--- config.mk ---
export PLATFORM = sky130hd
export DESIGN_NAME = ir_pointer_tracker
export DESIGN_NICKNAME = d
export VERILOG_FILES = /design/src/ipt_pkg.sv /design/src/ipt_track.sv /design/src/ipt_scale.sv /design/src/ir_pointer_tracker.sv
export SDC_FILE = /design/constraint.sdc
export NUM_CORES = 2
export LEC_CHECK = 0
export BUFFER_PORTS_ARGS = -buffer_cell sky130_fd_sc_hd__buf_2
export CAP_MARGIN = 20
export CORE_ASPECT_RATIO = 1.5
export CORE_MARGIN = 1
export CORE_UTILIZATION = 49
export CTS_BUF_LIST = sky130_fd_sc_hd__clkbuf_4 sky130_fd_sc_hd__clkbuf_8
export CTS_CLUSTER_DIAMETER = 50
export DETAILED_ROUTE_END_ITERATION = 16
export MAX_ROUTING_LAYER = met4
export PLACE_DENSITY = 0.65
export SLEW_MARGIN = 20
export SYNTH_ARGS = -nofsm -noshare
export SYNTH_HDL_FRONTEND = slang
export SYNTH_SLANG_ARGS = --single-unit
--- constraint.sdc ---
create_clock -name clk -period 8.78 [get_ports clk]
set_input_delay 0.439 -clock clk [delete_from_list [all_inputs] [get_ports clk]]
set_output_delay 0.439 -clock clk [all_outputs]
set_load 0.01 [all_outputs]
--- src/ipt_pkg.sv ---
// Shared types and constants of the IR pointer tracker.
package ipt_pkg;

  // Field and state widths
  typedef logic        [9:0]  coord_t;   // camera coordinate, 0 means not seen
  typedef logic        [10:0] half_t;    // position in half pixels
  typedef logic        [10:0] mem_t;     // remembered dot coordinate
  typedef logic signed [10:0] spc_t;     // signed dot spacing
  typedef logic        [12:0] size_t;    // screen size register
  typedef logic        [12:0] pix_t;     // pointer output in screen pixels
  typedef logic        [23:0] prod_t;    // position times screen size
  typedef logic        [22:0] num_t;     // product halved, numerator of the divide
  typedef logic        [13:0] quo_t;     // quotient estimate
  typedef logic        [13:0] recip_t;   // reciprocal multiplier
  typedef logic        [9:0]  div_t;     // constant divisor

  // Pointer position handed from the tracker to the scaler
  typedef struct packed {
    half_t x;
    half_t y;
  } pos_t;

  // Result of the single-dot logic on one axis
  typedef struct packed {
    mem_t  first;
    mem_t  second;
    half_t pos;
  } axis_res_t;

  // Configuration register indexes
  typedef enum logic [0:0] {
    CFG_SCREEN_WIDTH  = 1'b0,
    CFG_SCREEN_HEIGHT = 1'b1
  } cfg_idx_t;

  localparam size_t SCREEN_WIDTH_RST  = 13'd1024;
  localparam size_t SCREEN_HEIGHT_RST = 13'd768;

  // Marker for a dot that went out of view
  localparam mem_t  FAR_DOT = 11'd2047;

  // Clamp limits in half pixels
  localparam half_t LIMIT_X = 11'd2046;
  localparam half_t LIMIT_Y = 11'd1534;

  // floor(n / D) = floor(n * RECIP >> RECIP_SHIFT) or one more, for n < 2**23
  localparam int     RECIP_SHIFT = 23;
  localparam div_t   DIV_X       = 10'd1023;
  localparam div_t   DIV_Y       = 10'd767;
  localparam recip_t RECIP_X     = 14'(((1 << RECIP_SHIFT)) / 1023);
  localparam recip_t RECIP_Y     = 14'(((1 << RECIP_SHIFT)) / 767);

  localparam pix_t   OUT_MAX     = 13'd8191;

endpackage

--- src/ipt_track.sv ---
// Dot tracking: dot memory, spacing and held position, with the position register.
module ipt_track (
  input  logic            clk,
  input  logic            rst_n,
  input  logic            in_valid,
  output logic            in_stall,
  input  logic            track_on,
  input  ipt_pkg::coord_t dot0_x,
  input  ipt_pkg::coord_t dot0_y,
  input  ipt_pkg::coord_t dot1_x,
  input  ipt_pkg::coord_t dot1_y,
  output logic            pos_valid,
  input  logic            pos_stall,
  output ipt_pkg::pos_t   pos
);

  // Single-dot case on one axis: keep the nearer remembered dot, shift by half the spacing
  function automatic ipt_pkg::axis_res_t track_axis(
    input ipt_pkg::coord_t p,
    input ipt_pkg::mem_t   first,
    input ipt_pkg::mem_t   second,
    input ipt_pkg::spc_t   spc,
    input ipt_pkg::half_t  lim
  );
    logic signed [11:0] d1s;
    logic signed [11:0] d2s;
    logic        [11:0] d1;
    logic        [11:0] d2;
    logic signed [12:0] two_p;
    logic signed [12:0] sp;
    logic signed [12:0] h;
    ipt_pkg::axis_res_t r;
    d1s   = $signed({1'b0, first})  - $signed({2'b00, p});
    d2s   = $signed({1'b0, second}) - $signed({2'b00, p});
    d1    = d1s[11] ? 12'(-d1s) : 12'(d1s);
    d2    = d2s[11] ? 12'(-d2s) : 12'(d2s);
    two_p = $signed({2'b00, p, 1'b0});
    sp    = $signed({{2{spc[10]}}, spc});
    r.first  = first;
    r.second = second;
    if (d1 < d2) begin
      r.second = ipt_pkg::FAR_DOT;
      h        = two_p - sp;
    end else begin
      r.first = ipt_pkg::FAR_DOT;
      h       = two_p + sp;
    end
    if (h < 13'sd0) begin
      r.pos = '0;
    end else if (h > $signed({2'b00, lim})) begin
      r.pos = lim;
    end else begin
      r.pos = h[10:0];
    end
    return r;
  endfunction

  ipt_pkg::mem_t  first_x_r, second_x_r, first_y_r, second_y_r;
  ipt_pkg::mem_t  first_x_nxt, second_x_nxt, first_y_nxt, second_y_nxt;
  ipt_pkg::spc_t  spacing_x_r, spacing_y_r, spacing_x_nxt, spacing_y_nxt;
  ipt_pkg::half_t held_x_r, held_y_r, held_x_nxt, held_y_nxt;
  ipt_pkg::pos_t  pos_r, pos_nxt;
  logic           pos_valid_r;
  logic           accept;

  ipt_pkg::axis_res_t ax_x;
  ipt_pkg::axis_res_t ax_y;
  logic           dot0_seen;
  logic           dot1_seen;
  logic [10:0]    sum_x;
  logic [10:0]    sum_y;

  assign in_stall  = pos_valid_r && pos_stall;
  assign accept    = in_valid && !in_stall;
  assign pos_valid = pos_valid_r;
  assign pos       = pos_r;

  assign ax_x = track_axis(dot0_x, first_x_r, second_x_r, spacing_x_r, ipt_pkg::LIMIT_X);
  assign ax_y = track_axis(dot0_y, first_y_r, second_y_r, spacing_y_r, ipt_pkg::LIMIT_Y);

  assign dot0_seen = (dot0_x != '0) || (dot0_y != '0);
  assign dot1_seen = (dot1_x != '0) || (dot1_y != '0);
  assign sum_x     = {1'b0, dot0_x} + {1'b0, dot1_x};
  assign sum_y     = {1'b0, dot0_y} + {1'b0, dot1_y};

  // Next tracking state and position for the word at the input
  always_comb begin
    first_x_nxt   = first_x_r;
    second_x_nxt  = second_x_r;
    first_y_nxt   = first_y_r;
    second_y_nxt  = second_y_r;
    spacing_x_nxt = spacing_x_r;
    spacing_y_nxt = spacing_y_r;
    held_x_nxt    = held_x_r;
    held_y_nxt    = held_y_r;
    pos_nxt       = '0;
    if (!track_on) begin
      // tracking off: forget the dots and spacing, keep the held position, point at zero
      first_x_nxt   = '0;
      second_x_nxt  = '0;
      first_y_nxt   = '0;
      second_y_nxt  = '0;
      spacing_x_nxt = '0;
      spacing_y_nxt = '0;
    end else begin
      if (dot0_seen && !dot1_seen) begin
        first_x_nxt  = ax_x.first;
        second_x_nxt = ax_x.second;
        first_y_nxt  = ax_y.first;
        second_y_nxt = ax_y.second;
        held_x_nxt   = ax_x.pos;
        held_y_nxt   = ax_y.pos;
      end else begin
        if ((dot0_x != '0) && (dot1_x != '0)) begin
          spacing_x_nxt = $signed({1'b0, dot0_x}) - $signed({1'b0, dot1_x});
        end
        if ((dot0_y != '0) && (dot1_y != '0)) begin
          spacing_y_nxt = $signed({1'b0, dot0_y}) - $signed({1'b0, dot1_y});
        end
        if (dot0_seen) begin
          // floored midpoint, kept in half pixels
          held_x_nxt   = {sum_x[10:1], 1'b0};
          held_y_nxt   = {sum_y[10:1], 1'b0};
          first_x_nxt  = {1'b0, dot0_x};
          second_x_nxt = {1'b0, dot1_x};
          first_y_nxt  = {1'b0, dot0_y};
          second_y_nxt = {1'b0, dot1_y};
        end
      end
      pos_nxt.x = held_x_nxt;
      pos_nxt.y = held_y_nxt;
    end
  end

  // Tracking state
  always_ff @(posedge clk) begin
    if (!rst_n) begin
      first_x_r   <= '0;
      second_x_r  <= '0;
      first_y_r   <= '0;
      second_y_r  <= '0;
      spacing_x_r <= '0;
      spacing_y_r <= '0;
      held_x_r    <= '0;
      held_y_r    <= '0;
    end else if (accept) begin
      first_x_r   <= first_x_nxt;
      second_x_r  <= second_x_nxt;
      first_y_r   <= first_y_nxt;
      second_y_r  <= second_y_nxt;
      spacing_x_r <= spacing_x_nxt;
      spacing_y_r <= spacing_y_nxt;
      held_x_r    <= held_x_nxt;
      held_y_r    <= held_y_nxt;
    end
  end

  // Position register
  always_ff @(posedge clk) begin
    if (!rst_n) begin
      pos_valid_r <= 1'b0;
    end else if (!in_stall) begin
      pos_valid_r <= in_valid;
    end
  end

  always_ff @(posedge clk) begin
    if (accept) begin
      pos_r <= pos_nxt;
    end
  end

endmodule

--- src/ipt_scale.sv ---
// Scaling pipeline: half-pixel position times screen size over a constant, truncated and saturated.
module ipt_scale (
  input  logic           clk,
  input  logic           rst_n,
  input  logic           pos_valid,
  output logic           pos_stall,
  input  ipt_pkg::pos_t  pos,
  input  ipt_pkg::size_t screen_width,
  input  ipt_pkg::size_t screen_height,
  output logic           out_valid,
  input  logic           out_stall,
  output ipt_pkg::pix_t  out_x,
  output ipt_pkg::pix_t  out_y
);

  // Quotient estimate: never above the true quotient, at most one below
  function automatic ipt_pkg::quo_t quo_est(input ipt_pkg::num_t n, input ipt_pkg::recip_t k);
    logic [36:0] m;
    m = {14'b0, n} * {23'b0, k};
    return m[36:ipt_pkg::RECIP_SHIFT];
  endfunction

  // One correction step, then saturation
  function automatic ipt_pkg::pix_t quo_fix(
    input ipt_pkg::num_t n,
    input ipt_pkg::quo_t q0,
    input ipt_pkg::div_t d
  );
    logic [23:0] qd;
    logic [23:0] rem;
    logic [14:0] q;
    qd  = {10'b0, q0} * {14'b0, d};
    rem = {1'b0, n} - qd;
    q   = {1'b0, q0} + 15'(rem >= {14'b0, d});
    return (q > {2'b0, ipt_pkg::OUT_MAX}) ? ipt_pkg::OUT_MAX : q[12:0];
  endfunction

  logic           v1_r, v2_r, out_valid_r;
  logic           rdy1, rdy2, rdy3;
  ipt_pkg::prod_t prod_x_r, prod_y_r;
  ipt_pkg::num_t  num_x_r, num_y_r;
  ipt_pkg::quo_t  q0_x_r, q0_y_r;
  ipt_pkg::pix_t  out_x_r, out_y_r;

  // A stage loads when it is empty or the next one takes its word
  assign rdy3      = !out_valid_r || !out_stall;
  assign rdy2      = !v2_r || rdy3;
  assign rdy1      = !v1_r || rdy2;
  assign pos_stall = !rdy1;
  assign out_valid = out_valid_r;
  assign out_x     = out_x_r;
  assign out_y     = out_y_r;

  // Stage valids
  always_ff @(posedge clk) begin
    if (!rst_n) begin
      v1_r        <= 1'b0;
      v2_r        <= 1'b0;
      out_valid_r <= 1'b0;
    end else begin
      if (rdy1) begin
        v1_r <= pos_valid;
      end
      if (rdy2) begin
        v2_r <= v1_r;
      end
      if (rdy3) begin
        out_valid_r <= v2_r;
      end
    end
  end

  // Product stage
  always_ff @(posedge clk) begin
    if (rdy1 && pos_valid) begin
      prod_x_r <= {13'b0, pos.x} * {11'b0, screen_width};
      prod_y_r <= {13'b0, pos.y} * {11'b0, screen_height};
    end
  end

  // Reciprocal stage, on the product halved
  always_ff @(posedge clk) begin
    if (rdy2 && v1_r) begin
      num_x_r <= prod_x_r[23:1];
      num_y_r <= prod_y_r[23:1];
      q0_x_r  <= quo_est(prod_x_r[23:1], ipt_pkg::RECIP_X);
      q0_y_r  <= quo_est(prod_y_r[23:1], ipt_pkg::RECIP_Y);
    end
  end

  // Correction and output register
  always_ff @(posedge clk) begin
    if (rdy3 && v2_r) begin
      out_x_r <= quo_fix(num_x_r, q0_x_r, ipt_pkg::DIV_X);
      out_y_r <= quo_fix(num_y_r, q0_y_r, ipt_pkg::DIV_Y);
    end
  end

endmodule

--- src/ir_pointer_tracker.sv ---
// IR pointer tracker: two-dot tracking and screen scaling, top level.
// Throughput: one word per cycle while out_stall is low; four register stages (position,
// product, quotient estimate, output) each hold one word and advance independently.
// Reset: synchronous, active low; dot memory, spacing and held position clear
// to zero, screen size goes to 1024 x 768, all stages empty.
module ir_pointer_tracker (
  input  logic            clk,
  input  logic            rst_n,
  input  logic            cfg_we,
  input  logic [0:0]      cfg_index,
  input  logic [12:0]     cfg_wdata,
  input  logic            in_valid,
  output logic            in_stall,
  input  logic            in_track_on,
  input  ipt_pkg::coord_t in_dot0_x,
  input  ipt_pkg::coord_t in_dot0_y,
  input  ipt_pkg::coord_t in_dot1_x,
  input  ipt_pkg::coord_t in_dot1_y,
  output logic            out_valid,
  input  logic            out_stall,
  output ipt_pkg::pix_t   out_pointer_x,
  output ipt_pkg::pix_t   out_pointer_y
);

  ipt_pkg::size_t screen_width_r;
  ipt_pkg::size_t screen_height_r;
  logic           pos_valid;
  logic           pos_stall;
  ipt_pkg::pos_t  pos;

  // Configuration registers
  always_ff @(posedge clk) begin
    if (!rst_n) begin
      screen_width_r  <= ipt_pkg::SCREEN_WIDTH_RST;
      screen_height_r <= ipt_pkg::SCREEN_HEIGHT_RST;
    end else if (cfg_we) begin
      case (ipt_pkg::cfg_idx_t'(cfg_index))
        ipt_pkg::CFG_SCREEN_WIDTH: begin
          screen_width_r <= cfg_wdata;
        end
        ipt_pkg::CFG_SCREEN_HEIGHT: begin
          screen_height_r <= cfg_wdata;
        end
        default: begin
        end
      endcase
    end
  end

  ipt_track u_track (
    .clk       (clk),
    .rst_n     (rst_n),
    .in_valid  (in_valid),
    .in_stall  (in_stall),
    .track_on  (in_track_on),
    .dot0_x    (in_dot0_x),
    .dot0_y    (in_dot0_y),
    .dot1_x    (in_dot1_x),
    .dot1_y    (in_dot1_y),
    .pos_valid (pos_valid),
    .pos_stall (pos_stall),
    .pos       (pos)
  );

  ipt_scale u_scale (
    .clk           (clk),
    .rst_n         (rst_n),
    .pos_valid     (pos_valid),
    .pos_stall     (pos_stall),
    .pos           (pos),
    .screen_width  (screen_width_r),
    .screen_height (screen_height_r),
    .out_valid     (out_valid),
    .out_stall     (out_stall),
    .out_x         (out_pointer_x),
    .out_y         (out_pointer_y)
  );

endmodule

==> results.ini <==
[status]
status=complete, no violations

[timing]
finalHoldViolations=0
setup_violations=0
fin_crit_sh_pct=89.93
fin_skew_ns=0.04273
worstMarginPinSlew_ns=0.9760
period_minus_slack_ns=7.896
slew_viol_final=0
finalSetupTns_ns=0
fmax_mhz=126.7
relSlewSlack_pct=34.80
rsz0062_at_grt=false

[worst_setup_path]
start_kind=register
slowest_stage=or4_1
crit_arrival_ns=8.28
required_ns=9.17
crit_path_max_fanout=13
rrSetupSlack_ns=0.88
worst-setup-path-type=reg2reg
r2r_start=u_scale.q0_x_r[11]
max_stage_delay_ns=0.61
ff2ff_path_depth=29
cp-end-kind=register
rr_endpoint=u_scale.out_x[2]

[die]
num_rows=127
initial_core_util_pct=49.75
die_area_um2=82640
die_x_um=235.1
core_um2=80250
ios=88
fp.dieH_um=351.6

[grt]
antenna_found_initial=1
grt-ovfl-total=0
grt_first_pass_wirelength_mm=152.2
grt_pass1_vias=30423
track_usage_pct=23.65
grt_max_degree=122

[synth]
ys_seq_area_share_pct=18.55
synth_seq_cells=286
synth_top_cell_by_area=fa_1
synth_area_um2=39920
yosysWarnings=0
synthCells=4303
synthArstFlopShare_pct=0
synth.area.top_cells=fa_1 25%, ha_1 18%, edfxtp_1 13%
yosysUniqueCellTypes=87
synth_top_area_share_pct=24.77
synth_edf_count=168
dominantRegCellSynth=edfxtp_1
syn_avg_cell_area_um2=9.278

[routing]
via_count=29026
drt-pass1-iter-count=5
drc=0
drt_iter0_drc=1169
ant_nets=0
post_drt_wl_per_cell_um=16.98
drt_wl_total_mm=92.13
routed_via_density=5.348

[clock_tree]
post_cts_buffers=0
numCtsBuffers=52
clockBufferDepth=3
cts_hold_buf=0
cts-resized-gates=0
clk_latency_ns=0.68
cts_root_buf=clkbuf_8
cts_tree=built
htreeDepth=2
clock-sinks=286
path_clk_slew_ns=0.06

[worst_hold_path]
worstHoldEndpoint=screen_height_r[5]
hold_path.class=in2reg
min_from=cfg_wdata[5]
holdPathStages=3

[placement]
port_buffers=87
dp_hpwl_mm=77.68
place_congestion=0.9446

[cells_and_area]
drive_gt1_share_pct=5.440
syn_to_final_growth_pct=6.494
final_nets=5467
fillers=7416

[run]
drv_cap=0

-- cells in the mapped netlist, types with 14 or more instances --
| cell | number |
|---|---|
| or2_2 | 14 |
| nor3_1 | 46 |
| nand4_1 | 19 |
| nand3_1 | 52 |
| o21ai_1 | 24 |
| nor2b_1 | 46 |
| a22oi_1 | 15 |
| o31ai_1 | 18 |
| and3_1 | 24 |
| fa_1 | 494 |
| and2_1 | 144 |
| o21a_1 | 31 |
| dfxtp_1 | 118 |
| a21boi_0 | 75 |
| xnor2_1 | 165 |
| inv_1 | 824 |
| nor2_1 | 164 |
| or3_1 | 24 |
| clkbuf_1 | 101 |
| a31oi_1 | 29 |
| ha_1 | 562 |
| a21o_1 | 44 |
| nor4_1 | 15 |
| nor3b_1 | 19 |
| o211ai_1 | 36 |
| xor2_1 | 47 |
| edfxtp_1 | 168 |
| a21oi_1 | 182 |
| o21ai_0 | 119 |
| a211oi_1 | 24 |
| mux2i_1 | 15 |
| o21bai_1 | 31 |
| nand2b_1 | 32 |
| nand2_1 | 413 |
-- per-stage QoR --
step | util, % | cell area, um^2 | hold slack [ns] | setup WS [ns] | instances
global placement | 51.56 | 41370 | 0.4574 | 1.018 | 5327
floorplan | - | 39930 | 0.4180 | 1.427 | 4305
detailed placement | 51.56 | 41370 | 0.4538 | 0.8874 | 5327
CTS | 52.95 | 42490 | 0.02789 | 0.8720 | 5423
global route | 52.98 | 42520 | 0.04969 | 0.4200 | 5427
finish | 52.98 | 42520 | 0.07298 | 0.8843 | 5427
-- cell usage in the layout, fill, tap and decap left out, types with 32 or more instances in the layout --
master,count
a21oi_1,182
a21o_1,44
o21ai_0,119
o211ai_1,36
inv_1,824
nand2_1,413
dfxtp_1,118
xor2_1,47
nand2b_1,32
clkbuf_8,55
nand3_1,52
fa_1,494
edfxtp_1,168
xnor2_1,165
nor2b_1,45
nor2_1,163
buf_2,87
and2_1,144
nor3_1,45
a21boi_0,73
ha_1,562
-- registers in the layout (all words and copies together), names as in the netlist, 13 cells and up --
register,flops
u_track.pos,22
u_scale.num_y_r,23
screen_height_r,13
u_scale.num_x_r,23
u_scale.q0_y_r,14
u_scale.out_x,13
u_scale.prod_y_r,23
u_scale.prod_x_r,23
screen_width_r,13
u_scale.q0_x_r,14
u_scale.out_y,13
-- worst max path at each step --
stage / to / cells past startpoint / start / slack (ns)
after floorplan: u_scale.out_x[10] / 29 / u_scale.q0_x_r[11] / 1.43
after global placement: u_scale.out_x[11] / 29 / u_scale.q0_x_r[11] / 1.02
after detailed placement: u_scale.out_x[9] / 29 / u_scale.q0_x_r[11] / 0.89
after CTS: u_scale.out_x[2] / 29 / u_scale.q0_x_r[11] / 0.87
after global routing: u_scale.out_x[12] / 29 / u_scale.q0_x_r[11] / 0.42
final: u_scale.out_x[2] / 29 / u_scale.q0_x_r[11] / 0.88
-- layout make-up --
class,instances,area [um^2],share of cell area [%]
Clock buffer,66,839.6,1.975
Timing Repair Buffer,106,581.8,1.368
Inverter,824,3093,7.275
Multi-Input combinational cell,3081,29020,68.25
Sequential cell,286,7407,17.42
Tap cell,1032,1291,3.037
Antenna cell,2,5.005,0.01177
Clock inverter,30,281.5,0.6622
-- logic make-up (layout without fill, tap and decap cells) --
group | Yosys count | after routing | share of synthesized area [%]
and+or+nand+nor | 1049 | 1049 | 12.71
xor gates and xnor gates | 213 | 213 | 4.692
AOI/OAI and AO/OA | 743 | 743 | 12.35
DFF | 286 | 286 | 18.55
adders and majority gates | 1056 | 1056 | 42.38
muxes | 16 | 16 | 0.4043
other | 2 | 6 | 0.01881
buffers and inverters | 938 | 1026 | 8.879
-- per-layer routing --
metal,track usage [%],vias to the layer above,wire length (um)
li1,-,14204,-
met1,24.81,14143,36150
met2,45.66,500,50250
met3,2.004,179,2336
met4,8.875,0,3399
met5,-,-,0
-- worst max-delay path: cells and delay by family, from the launching register on --
kind	cells	cell delay [ns]
AND/OR/NAND/NOR	5	1.30
buffers and inverters	6	0.62
XOR/XNOR	1	0.09
AO/OA/AOI/OAI	9	1.73
adder cells (fa/ha/maj)	8	3.43
flip-flops	1	0.45
Power is left out: the tool's default activity adds up to more than one toggle a clock period on the data nets, which glitch-free logic cannot reach.
